## src/rtl/core/ihp_queue.sv

```systemverilog
module ihp_queue #(
   parameter int WIDTH = 33
) (
   input  logic             clock,
   input  logic             reset,
   input  logic             push,
   input  logic [WIDTH-1:0] push_data,
   input  logic             pop,
   output logic             valid,
   output logic [WIDTH-1:0] data
);

   logic [WIDTH-1:0] ent_ff [2];
   logic             wp_ff, wp_in;
   logic             rp_ff, rp_in;
   logic [1:0]       cnt_ff, cnt_in;

   always_comb begin
      wp_in  = wp_ff ^ push;
      rp_in  = rp_ff ^ pop;
      cnt_in = cnt_ff + {1'b0, push} - {1'b0, pop};
   end

   always_ff @(posedge clock) begin
      if (reset) begin
         wp_ff  <= 1'b0;
         rp_ff  <= 1'b0;
         cnt_ff <= 2'd0;
      end else begin
         wp_ff  <= wp_in;
         rp_ff  <= rp_in;
         cnt_ff <= cnt_in;
      end
   end

   always_ff @(posedge clock) begin
      if (push) begin
         ent_ff[wp_ff] <= push_data;
      end
   end

   assign valid = (cnt_ff != 2'd0);
   assign data  = ent_ff[rp_ff];

   a_no_overflow: assert property (@(posedge clock) disable iff (reset)
      push |-> (cnt_ff != 2'd2 || pop))
      else $error("descriptor queue overflow");
   a_no_underflow: assert property (@(posedge clock) disable iff (reset)
      pop |-> (cnt_ff != 2'd0))
      else $error("descriptor queue underflow");

endmodule

```

## config.mk

```make
export PLATFORM = sky130hd
export DESIGN_NAME = ihp_queue
export DESIGN_NICKNAME = d
export VERILOG_FILES = /design/src/rtl/core/ihp_queue.sv
export SDC_FILE = /design/constraint.sdc
export NUM_CORES = 1
export LEC_CHECK = 0
export ABC_AREA = 1
export BUFFER_PORTS_ARGS = -buffer_cell sky130_fd_sc_hd__buf_2
export CAP_MARGIN = 20
export CORE_UTILIZATION = 25
export DETAILED_ROUTE_END_ITERATION = 10
export PLACE_DENSITY = 0.43
export REMOVE_ABC_BUFFERS = 1
export SLEW_MARGIN = 20
export SYNTH_ARGS = -nofsm -noshare
export SYNTH_HDL_FRONTEND = slang
export SYNTH_SLANG_ARGS = --single-unit
```

## constraint.sdc

```tcl
create_clock -name clock -period 1.67 [get_ports clock]
set_clock_uncertainty 0.1 [all_clocks]
set_input_delay 0.0835 -clock clock [delete_from_list [all_inputs] [get_ports clock]]
set_output_delay 0.0835 -clock clock [all_outputs]
set_load 0.01 [all_outputs]
```

==> results of run 1 <==
-- final cells by class --
cell class	count	area (um^2)	area share (%)
Clock buffer	10	128	3.29
Clock inverter	6	76.3	1.97
Inverter	7	26.3	0.678
Multi-Input combinational cell	48	588	15.2
Sequential cell	70	2070	53.3
Tap cell	136	170	4.39
Timing Repair Buffer	112	823	21.2
-- Yosys cell counts --
cell      count
edfxtp_1     66
mux2_4       29
inv_1         7
dfxtp_1       4
ha_1          4
mux2_2        4
nand2_1       4
nor2_1        4
buf_12        3
a21oi_1       1
buf_6         1
nand3_1       1
xnor2_1       1
-- routing by layer --
| metal | track usage, % | routed length (um) | part of all wire [%] |
|---|---|---|---|
| met1 | 10.4 | 2200 | 42 |
| met2 | 15.6 | 2590 | 50 |
| met3 | 2.43 | 274 | 5.3 |
| met4 | 7.63 | 122 | 2.4 |
| met5 | 0 | 0 | 0 |
-- metrics by stage --
| step | instance area, um^2 | setup slack, ps | hold WS [ps] |
|---|---|---|---|
| after floorplan | 2670 | -365 | 50.2 |
| final | 3880 | 89.1 | 16.6 |
| after detailed placement | 3270 | 312 | 175 |
| after CTS | 3840 | -3.52 | 0.0193 |
| after global routing | 3880 | 19.7 | 29.6 |
| after global placement | 3270 | 349 | 172 |
-- logic make-up after synthesis --
family	count (synthesis)	share of synthesized area, %
muxes	33	17.5
buffers and inverters	11	3.56
adders and majority gates	4	1.83
xor gates and xnor gates	1	0.320
and+or+nand+nor	9	1.28
AOI/OAI and AO/OA	1	0.183
DFF	70	75.3
-- sequential cells by signal, indices dropped and copies added, names as in the netlist --
name and count:
cnt_ff 2, ent_ff 66, rp_ff 1, wp_ff 1
-- power by group --
group | leakage (uW) | internal [uW] | switching, uW
sequential | 0.000653 | 2040 | 31.5
clock | 0.000103 | 824 | 600
combinational | 0.000795 | 347 | 265
-- path summary, 6_finish.rpt --
check | from | endpoint | depth (start not counted)
max | rp_ff$_SDFF_PP0_ | data[31] | 3
max reg2reg | wp_ff$_SDFF_PP0_ | wp_ff$_SDFF_PP0_ | 4
min reg2reg | cnt_ff[1]$_SDFF_PP0_ | cnt_ff[1]$_SDFF_PP0_ | 3
min | push | cnt_ff[0]$_SDFF_PP0_ | 4
-- worst reg2reg max path, stage by stage, from the launching register on --
cell	delay [ps]
dfxtp_1	340
inv_1	50
ha_2	300
nor2_1	30
dlygate4sd3_1	540
-- what timing repair did --
action	4_1_cts	5_1_grt
cloned	0	1
hold buffers	36	0
setup buffers	0	1
endpoints found under the setup margin	29	4
resized for setup	2	0
hold endpoints to repair	70	0
-- cells in the final DEF (no fill, tap or decap) --
master / synthesis / final
a21oi_1: 1 / 1
buf_12: 3 / 4
buf_2: 0 / 70
buf_4: 0 / 1
bufinv_16: 0 / 2
clkbuf_1: 0 / 1
clkbuf_16: 0 / 1
clkbuf_8: 0 / 9
clkinv_1: 0 / 3
clkinv_2: 0 / 1
dfxtp_1: 4 / 3
dfxtp_4: 0 / 1
dlygate4sd3_1: 0 / 36
edfxtp_1: 66 / 66
ha_1: 4 / 2
ha_2: 0 / 2
inv_1: 7 / 7
mux2_2: 4 / 3
mux2_4: 29 / 30
nand2_1: 4 / 4
nand3_1: 1 / 1
nor2_1: 4 / 4
xnor2_1: 1 / 1
==> results.md, run 1 <==
- Syn avg cell area: 21.2 um^2
- Overall Power: 4110 uW
- WL final: 5.19 mm
- RD Place Congestion: 0.631
- Synth unique cells: 13
- Unrepaired setup endpoints after global routing: false
- Port Buffers: 70
- Share of layout cells above drive strength 1: 49.0%
- Final Hold Viols: 0
- Run status: finished clean
- Syn. warnings: 0
- Worst-path cell chain: buf_12, mux2_4, buf_2
- Seq cells post-synth: 70
- Critical Path End Type: primary output
- PwrDens: 1060 nW/um^2
- Initial Util: 26.2%
- Largest net degree at the start of global routing: 34
- Synthesized area: 2740 um^2
- Wire per inst: 13.3 um
- Longest Clk Path Bufs: 2
- Top-area cell type share of the netlist area: 72.4%
- 1st-iter DRT viols: 30
- Worst slew margin: 85.6%
- Tmin final: 1580 ps
- Area Growth Syn to Fin: 41.6%
- Final worst-path cycle share: 94.7%
- Clock Pin Slew Worst Setup and Hold Paths: 70 ps
- Max Slew Vio Count: 0
- Die area: 11400 um^2
- Tot GR Track Use: 9.49%
- Chip Height: 107 um
- Worst vdd ir: 0.325 mV
- Cts bufs inserted: 9
- Syn Inst Count: 129
- Antenna cell count: 0
- Max-Cap Viols: 0
- Tightest Pin Transition: 215 ps
- Drt pass-1 iters: 4
- Fillers: 1031
- Final setup vio count: 0
- Core box area: 10500 um^2
- Via count: 1505
- Leakage Power: 0.00155 uW
- Skew-Pair Late Insertion Delay: 340 ps
- # DRC: 0
- Nets: 289
- Htree depth: 3
- Vias in the first global route: 1610
- Routed Antenna Nets: 0
- Setup TNS Final: 0 ps
- Worst hold-check path type: input pin to register
- Crit path launch type: register
- Sequential share of the synthesized area: 75.3%
- Clock root buffer: clkbuf_8
- Worst EP arrival: 1400 ps
- # IOs: 71
- Initial antenna violation count: 0
- CP top delay family: flip-flops
- Critical path type: register to primary output
- Bufs and invs on worst path: 2
- R2r setup slk: 210 ps
- Row count: 37
- Post-Place Cells: 335
- Post-Route Utilization: 37.1%
- DR vias/cell: 3.87
- Max incr delay on CP: 410 ps
- Dpl hpwl: 3.06 mm
- Non-filler instance count after layout: 389
- Fmax: 633 MHz
- TritonCTS clock tree: yes
- Worst EP required: 1490 ps
- Slowest cell on crit path: dfxtp_4
- Crit-path max FO: 14
- First-pass GRT wire length: 7.80 mm
- Area contributors post-synth: edfxtp_1 (72%), mux2_4 (16%), dfxtp_1 (2.9%)
- Die Wd: 107 um
- Clock tree sinks: 70
- Cell taking the most area after synthesis: edfxtp_1
- Total congestion overflow: 0
Note: power is estimated with default switching activity, not from simulation.
==> inputs of run 2 (changes only) <==
--- a/config.mk
+++ b/config.mk
@@ -5,9 +5,9 @@
 export SDC_FILE = /design/constraint.sdc
 export NUM_CORES = 1
 export LEC_CHECK = 0
-export ABC_AREA = 1
 export BUFFER_PORTS_ARGS = -buffer_cell sky130_fd_sc_hd__buf_2
 export CAP_MARGIN = 20
+export CORE_MARGIN = 2
 export CORE_UTILIZATION = 25
 export DETAILED_ROUTE_END_ITERATION = 10
 export PLACE_DENSITY = 0.43
==> results.md, run 2 <==
- Commonest non-fill, non-tap cell in the layout: buf_2
- Final setup vio count: 0 (unchanged)
- Dpl hpwl: 3.12 mm (+1.7%)
- Fmax: 627 MHz (-0.83%)
- Most frequent cells in the layout: buf_2 (70), edfxtp_1 (66), dlygate4sd3_1 (36), mux2_4 (29), clkbuf_8 (9)
- Cell with the most instances after synthesis: edfxtp_1
- Cell Area, Placed: 3270 um^2 (-0.11%)
- WL final: 4.93 mm (-5.0%)
- First-pass GRT wire length: 7.31 mm (-6.4%)
- Fillers: 1058 (+2.6%)
- Worst-path cell chain: buf_12, mux2_2, buf_2
- 1st-iter DRT viols: 23 (-23%)
- Final Hold Viols: 0 (unchanged)
- Synthesized area: 2730 um^2 (-0.32%)
- R2R depth: 6 (+2)
- Tot GR Track Use: 8.78% (-0.71 points)
- EDFF count, synth: 66 (unchanged)
- Share of layout cells above drive strength 1: 52.5% (+3.4 points)
- Total congestion overflow: 0 (unchanged)
- Max-Cap Viols: 0 (unchanged)
- Area Growth Syn to Fin: 40.7%
- Chip Height: 109 um (+1.7%)
- Synth unique cells: 13 (unchanged)
- FFs w/ async S/R, synth: 0% (unchanged)
- Worst Hold Depth: 2 (-2)
- Crit-path max FO: 17 (+3)
- Die Wd: 109 um (+1.7%)
- Initial Util: 25.4% (-0.77 points)
- Final worst-path cycle share: 95.5% (+0.79 points)
- Drt pass-1 iters: 4 (unchanged)
- Leakage Power: 0.00152 uW (-2.3%)
- Skew-Pair Late Insertion Delay: 340 ps (about the same)
- Critical path type: register to primary output
- Max incr delay on CP: 390 ps (-20 ps)
- Max reg flops: 66 (unchanged)
- Longest Clk Path Bufs: 2 (unchanged)
- Place WS: 295 ps (-17.7 ps)
- RR Startpoint: cnt_ff[0]$_SDFF_PP0_
- Antenna cell count: 0 (unchanged)
- Clock tree sinks: 70 (unchanged)
- Unrepaired setup endpoints after global routing: false
- Sequential share of the synthesized area: 75.5% (+0.24 points)
- CP top delay family: flip-flops
- Crit path launch type: register
- Syn. warnings: 0 (unchanged)
- # DRC: 0 (unchanged)
- Seq cells post-synth: 70 (unchanged)
- TritonCTS clock tree: yes
- Most frequent cells after synthesis: edfxtp_1 (66), mux2_4 (29), dfxtp_1 (4), ha_1 (4), mux2_2 (4)
- # IOs: 71 (unchanged)
- Cts bufs inserted: 9 (unchanged)
- Run status: finished clean
- Clock root buffer: clkbuf_8
- R2r setup slk: 400 ps (+190 ps)
- Largest net degree at the start of global routing: 34 (unchanged)
- Worst vdd ir: 0.332 mV (+2.2%)
- Worst hold-check path type: input pin to register
- Tmin final: 1590 ps (+13.2 ps)
- Wire per inst: 12.8 um (-3.7%)
- PwrDens: 1050 nW/um^2 (-0.98%)
- Syn avg cell area: 22.6 um^2 (+6.3%)
- Worst EP required: 1490 ps (about the same)
- Routed Antenna Nets: 0 (unchanged)
- Cell taking the most area after synthesis: edfxtp_1
- Htree depth: 3 (unchanged)
- Area contributors post-synth: edfxtp_1 (73%), mux2_4 (16%), dfxtp_1 (2.9%)
- Worst slew margin: 86.0% (+0.37 points)
- Largest regs: ent_ff x66, cnt_ff x2
- RD Place Congestion: 0.627 (-0.59%)
- Hold Crit Start: push_data[9]
- Slowest cell on crit path: dfxtp_4
- Syn Inst Count: 121 (-6.2%)
- Setup TNS Final: 0 ps (unchanged)
- Final instance area: 3840 um^2 (-0.97%)
- RR Endpoint: cnt_ff[1]$_SDFF_PP0_
- Via count: 1449 (-3.7%)
- Nets: 280 (-3.1%)
- Tightest Pin Transition: 210 ps (-5.55 ps)
- Top-area cell type share of the netlist area: 72.6% (+0.23 points)
- Largest Register: ent_ff
- Post-Route Utilization: 35.7% (-1.3 points)
- Vias in the first global route: 1488 (-7.6%)
- Synth Flop Type: edfxtp_1
- DR vias/cell: 3.77 (-2.5%)
- Initial antenna violation count: 0 (unchanged)
- Core box area: 10700 um^2 (+2.7%)
- Clock Pin Slew Worst Setup and Hold Paths: 90 ps (+20 ps)
- Final setup margin: 75.9 ps (-13.2 ps)
- Critical Path End Type: primary output
- Row count: 38 (+2.7%)
- Max Slew Vio Count: 0 (unchanged)
- WHS Endpoint: ent_ff[1][9]$_DFFE_PP_
- Die area: 11800 um^2 (+3.5%)
- Worst EP arrival: 1410 ps (about the same)
- Port Buffers: 70 (unchanged)
- Bufs and invs on worst path: 2 (unchanged)
run 2: what timing repair did:
item,CTS,global route
endpoints found under the setup margin,28,0
hold buffers,36,0
gates resized for setup,1,0
buffers inserted,1,0
endpoints found under the hold margin,70,0
run 2: worst register-to-register path, delay by kind of cell (launching register included):
kind | cells | cell delay (ps)
buffers and inverters | 2 | 100
AND/OR/NAND/NOR | 1 | 80
XOR/XNOR | 1 | 210
flip-flops | 1 | 330
adder cells (fa/ha/maj) | 2 | 400
run 2: worst max path at each step:
stage                     start  cells past startpoint       to  slack (ps)
3_5_place_dp   rp_ff$_SDFF_PP0_                      3  data[2]         290
2_1_floorplan  rp_ff$_SDFF_PP0_                      1  data[0]        -360
5_1_grt        rp_ff$_SDFF_PP0_                      3  data[2]          10
3_3_place_gp   rp_ff$_SDFF_PP0_                      3  data[2]         310
4_1_cts        rp_ff$_SDFF_PP0_                      3  data[2]          40
6_report       rp_ff$_SDFF_PP0_                      3  data[2]          80
run 2: where the power goes:
group | total, uW | switching (uW) | internal (uW) | leakage [uW]
clock | 1340 | 748 | 592 | 0.0000990
combinational | 614 | 260 | 355 | 0.000763
sequential | 2080 | 31.5 | 2040 | 0.000653
total | 4030 | 1040 | 2990 | 0.00152
run 2: kinds of logic (layout without fill, tap and decap cells):
logic type | count (synthesis) | count (layout) | synth area share [%]
XOR/XNOR | 2 | 2 | 1.15
adder cells (fa/ha/maj) | 4 | 4 | 1.83
buffers and inverters | 7 | 130 | 3.02
flip-flops | 70 | 70 | 75.5
multiplexers | 33 | 33 | 17.6
AND/OR/NAND/NOR | 5 | 5 | 0.871
run 2: per-stage QoR:
stage	std cells	hold slack (ps)	total power (uW)
after floorplan	117	50.2	2440
after detailed placement	331	175	2680
after global routing	384	330	4230
after CTS	384	323	4130
after global placement	331	173	2670
final	384	353	4030
run 2: cell type report:
cell class | count | area [um^2] | share of cell area (%)
Clock buffer | 9 | 124 | 3.23
Clock inverter | 7 | 75.1 | 1.96
Inverter | 3 | 11.3 | 0.293
Multi-Input combinational cell | 44 | 591 | 15.4
Sequential cell | 70 | 2070 | 53.8
Tap cell | 140 | 175 | 4.56
Timing Repair Buffer | 111 | 798 | 20.8
run 2: per-layer routing:
layer	track usage [%]	vias to the layer above	routed length, um
li1	-	706	-
met1	10.3	690	2190
met2	14.0	44	2400
met3	2.05	9	223
met4	6.59	0	119
met5	0	-	0
==> inputs of run 3 (changes only) <==
--- a/config.mk
+++ b/config.mk
@@ -8,9 +8,9 @@
 export BUFFER_PORTS_ARGS = -buffer_cell sky130_fd_sc_hd__buf_2
 export CAP_MARGIN = 20
 export CORE_MARGIN = 2
-export CORE_UTILIZATION = 25
+export CORE_UTILIZATION = 47
 export DETAILED_ROUTE_END_ITERATION = 10
-export PLACE_DENSITY = 0.43
+export PLACE_DENSITY = 0.73
 export REMOVE_ABC_BUFFERS = 1
 export SLEW_MARGIN = 20
 export SYNTH_ARGS = -nofsm -noshare
==> results.md, run 3 (synthesis results as in run 2) <==
- Run status: finished clean
- Worst path depth: 3 (unchanged)
- Worst vdd ir: 0.718 mV (+120%)
- Largest Register: ent_ff
- Share of layout cells above drive strength 1: 52.0% (-0.41 points)
- Core box area: 5570 um^2 (-48%)
- R2r setup slk: 360 ps (-40 ps)
- Htree depth: 3 (unchanged)
- Clock Pin Slew Worst Setup and Hold Paths: 70 ps (-20 ps)
- PwrDens: 1070 nW/um^2 (+2.1%)
- Unrepaired setup endpoints after global routing: false
- Slowest cell on crit path: mux2_2
- Die Wd: 80.2 um (-26%)
- Dpl hpwl: 3.03 mm (-2.8%)
- WL final: 4.64 mm (-6.0%)
- Wire per inst: 14.7 um (+14%)
- # IOs: 71 (unchanged)
- Initial Util: 49.0% (+24 points)
- Worst-path cell chain: buf_12, mux2_2, buf_2
- Post-CTS setup buffer count: 0 (-1)
- Commonest non-fill, non-tap cell in the layout: buf_2
- Final instance area: 3720 um^2 (-3.2%)
- Critical Path End Type: primary output
- Worst EP arrival: 1400 ps (about the same)
- Routed Antenna Nets: 0 (unchanged)
- # DRC: 0 (unchanged)
- Max Slew Vio Count: 0 (unchanged)
- Most frequent cells in the layout: buf_2 (70), edfxtp_1 (66), dlygate4sd3_1 (35), mux2_4 (29), clkbuf_8 (10)
- Largest net degree at the start of global routing: 28 (-18%)
- Antenna cell count: 0 (unchanged)
- Die area: 6430 um^2 (-45%)
- Critical path type: register to primary output
- Leakage Power: 0.00151 uW (-0.64%)
- Max incr delay on CP: 360 ps (-30 ps)
- Final worst-path cycle share: 95.1% (-0.34 points)
- Crit path to: data[2]
- Port Buffers: 70 (unchanged)
- CTS resizes: 0 (-1)
- Clock root buffer: clkbuf_8
- Chip Height: 80.2 um (-26%)
- Bufs and invs on worst path: 2 (unchanged)
- Worst EP required: 1490 ps (about the same)
- Crit-path max FO: 27 (+10)
- RR Startpoint: wp_ff$_SDFF_PP0_
- RR Endpoint: ent_ff[0][1]$_DFFE_PP_
- Tightest Pin Transition: 315 ps (+105 ps)
- CP top delay family: buffers and inverters
- Post-Route Utilization: 66.7% (+31 points)
- Tot GR Track Use: 14.8% (+6.0 points)
- First-pass GRT wire length: 6.80 mm (-7.0%)
- Drt pass-1 iters: 4 (unchanged)
- Clock tree sinks: 70 (unchanged)
- 1st-iter DRT viols: 63 (+170%)
- RD Place Congestion: 0.630 (+0.53%)
- Worst setup startpoint: rp_ff$_SDFF_PP0_
- Worst slew margin: 79.0% (-7.0 points)
- Worst hold-check path type: input pin to register
- Post-CTS Hold Buffers: 35 (-2.8%)
- Skew-Pair Late Insertion Delay: 330 ps (about the same)
- Max-Cap Viols: 0 (unchanged)
- Fmax: 630 MHz (+0.36%)
- Vias in the first global route: 1478 (-0.67%)
- DR vias/cell: 4.61 (+22%)
- Cts bufs inserted: 9 (unchanged)
- Final Hold Viols: 0 (unchanged)
- Area Growth Syn to Fin: 36.2%
- Crit path launch type: register
- Longest Clk Path Bufs: 2 (unchanged)
- Initial antenna violation count: 0 (unchanged)
- Row count: 27 (-29%)
- Total congestion overflow: 0 (unchanged)
- Max reg flops: 66 (unchanged)
- TritonCTS clock tree: yes
- Via count: 1456 (+0.48%)
- R2R depth: 3 (-3)
- Largest regs: ent_ff x66, cnt_ff x2
- Cell Area, Placed: 3180 um^2 (-2.9%)
- Nets: 280 (unchanged)
- Final setup vio count: 0 (unchanged)
- Tmin final: 1590 ps (-5.70 ps)
[run 3: changes by cell type in the layout (fill, tap and decap cells not counted), sizes merged]
cell and change:
bufinv +1, clkinv +1, inv -5, clkbuf +3, dlygate4sd3 -1, buf +1
[run 3: tightest hold or removal path: cells and delay by family]
kind,cells,cell delay [ps]
buffers and inverters,1,120
adders and majority gates,1,170
and+or+nand+nor,1,40
[run 3: worst min path at each step]
| stage | slack (ps) | startpoint | cells after the start | end |
|---|---|---|---|---|
| 2_1_floorplan | 50 | reset | 1 | wp_ff$_SDFF_PP0_ |
| 3_3_place_gp | 170 | push_data[18] | 1 | ent_ff[1][18]$_DFFE_PP_ |
| 3_5_place_dp | 180 | push_data[31] | 1 | ent_ff[1][31]$_DFFE_PP_ |
| 4_1_cts | 10 | push | 3 | wp_ff$_SDFF_PP0_ |
| 5_1_grt | 40 | push | 3 | wp_ff$_SDFF_PP0_ |
| 6_report | 20 | push | 3 | wp_ff$_SDFF_PP0_ |
[run 3: stage by stage]
stage / setup TNS [ps] / power (uW) / cells / hold WS (ps) / setup slack, ps
6_report: 0 / 3980 / 316 / 23.1 / 81.6
5_1_grt: 0 / 4120 / 316 / 36.7 / 18.8
4_1_cts: 0 / 4030 / 316 / 13.1 / 49.9
3_5_place_dp: 0 / 2660 / 265 / 177 / 365
3_3_place_gp: 0 / 2630 / 265 / 174 / 438
2_1_floorplan: -9970 / 2440 / 117 / 50.2 / -365
[run 3: report_power, final]
group	total [uW]	leakage, uW	internal, uW	switching (uW)
combinational	598	0.000756	344	254
clock	1310	0.0000964	726	580
sequential	2080	0.000653	2050	32.8
[run 3: layout make-up]
type,count,area (um^2)
timing repair buffer,111,771
tap,72,90.1
fill,404,1860
sequential,70,2060
clock inverter,4,47.5
clock buffer,12,145
inverter,3,11.3
multi-input combinational,44,591
[run 3: routing by layer]
layer  global-route usage, %  share of wire, %
met5                       0                 0
met4                    7.63               1.3
met3                    4.04               5.4
met2                    25.7                52
met1                    16.6                41
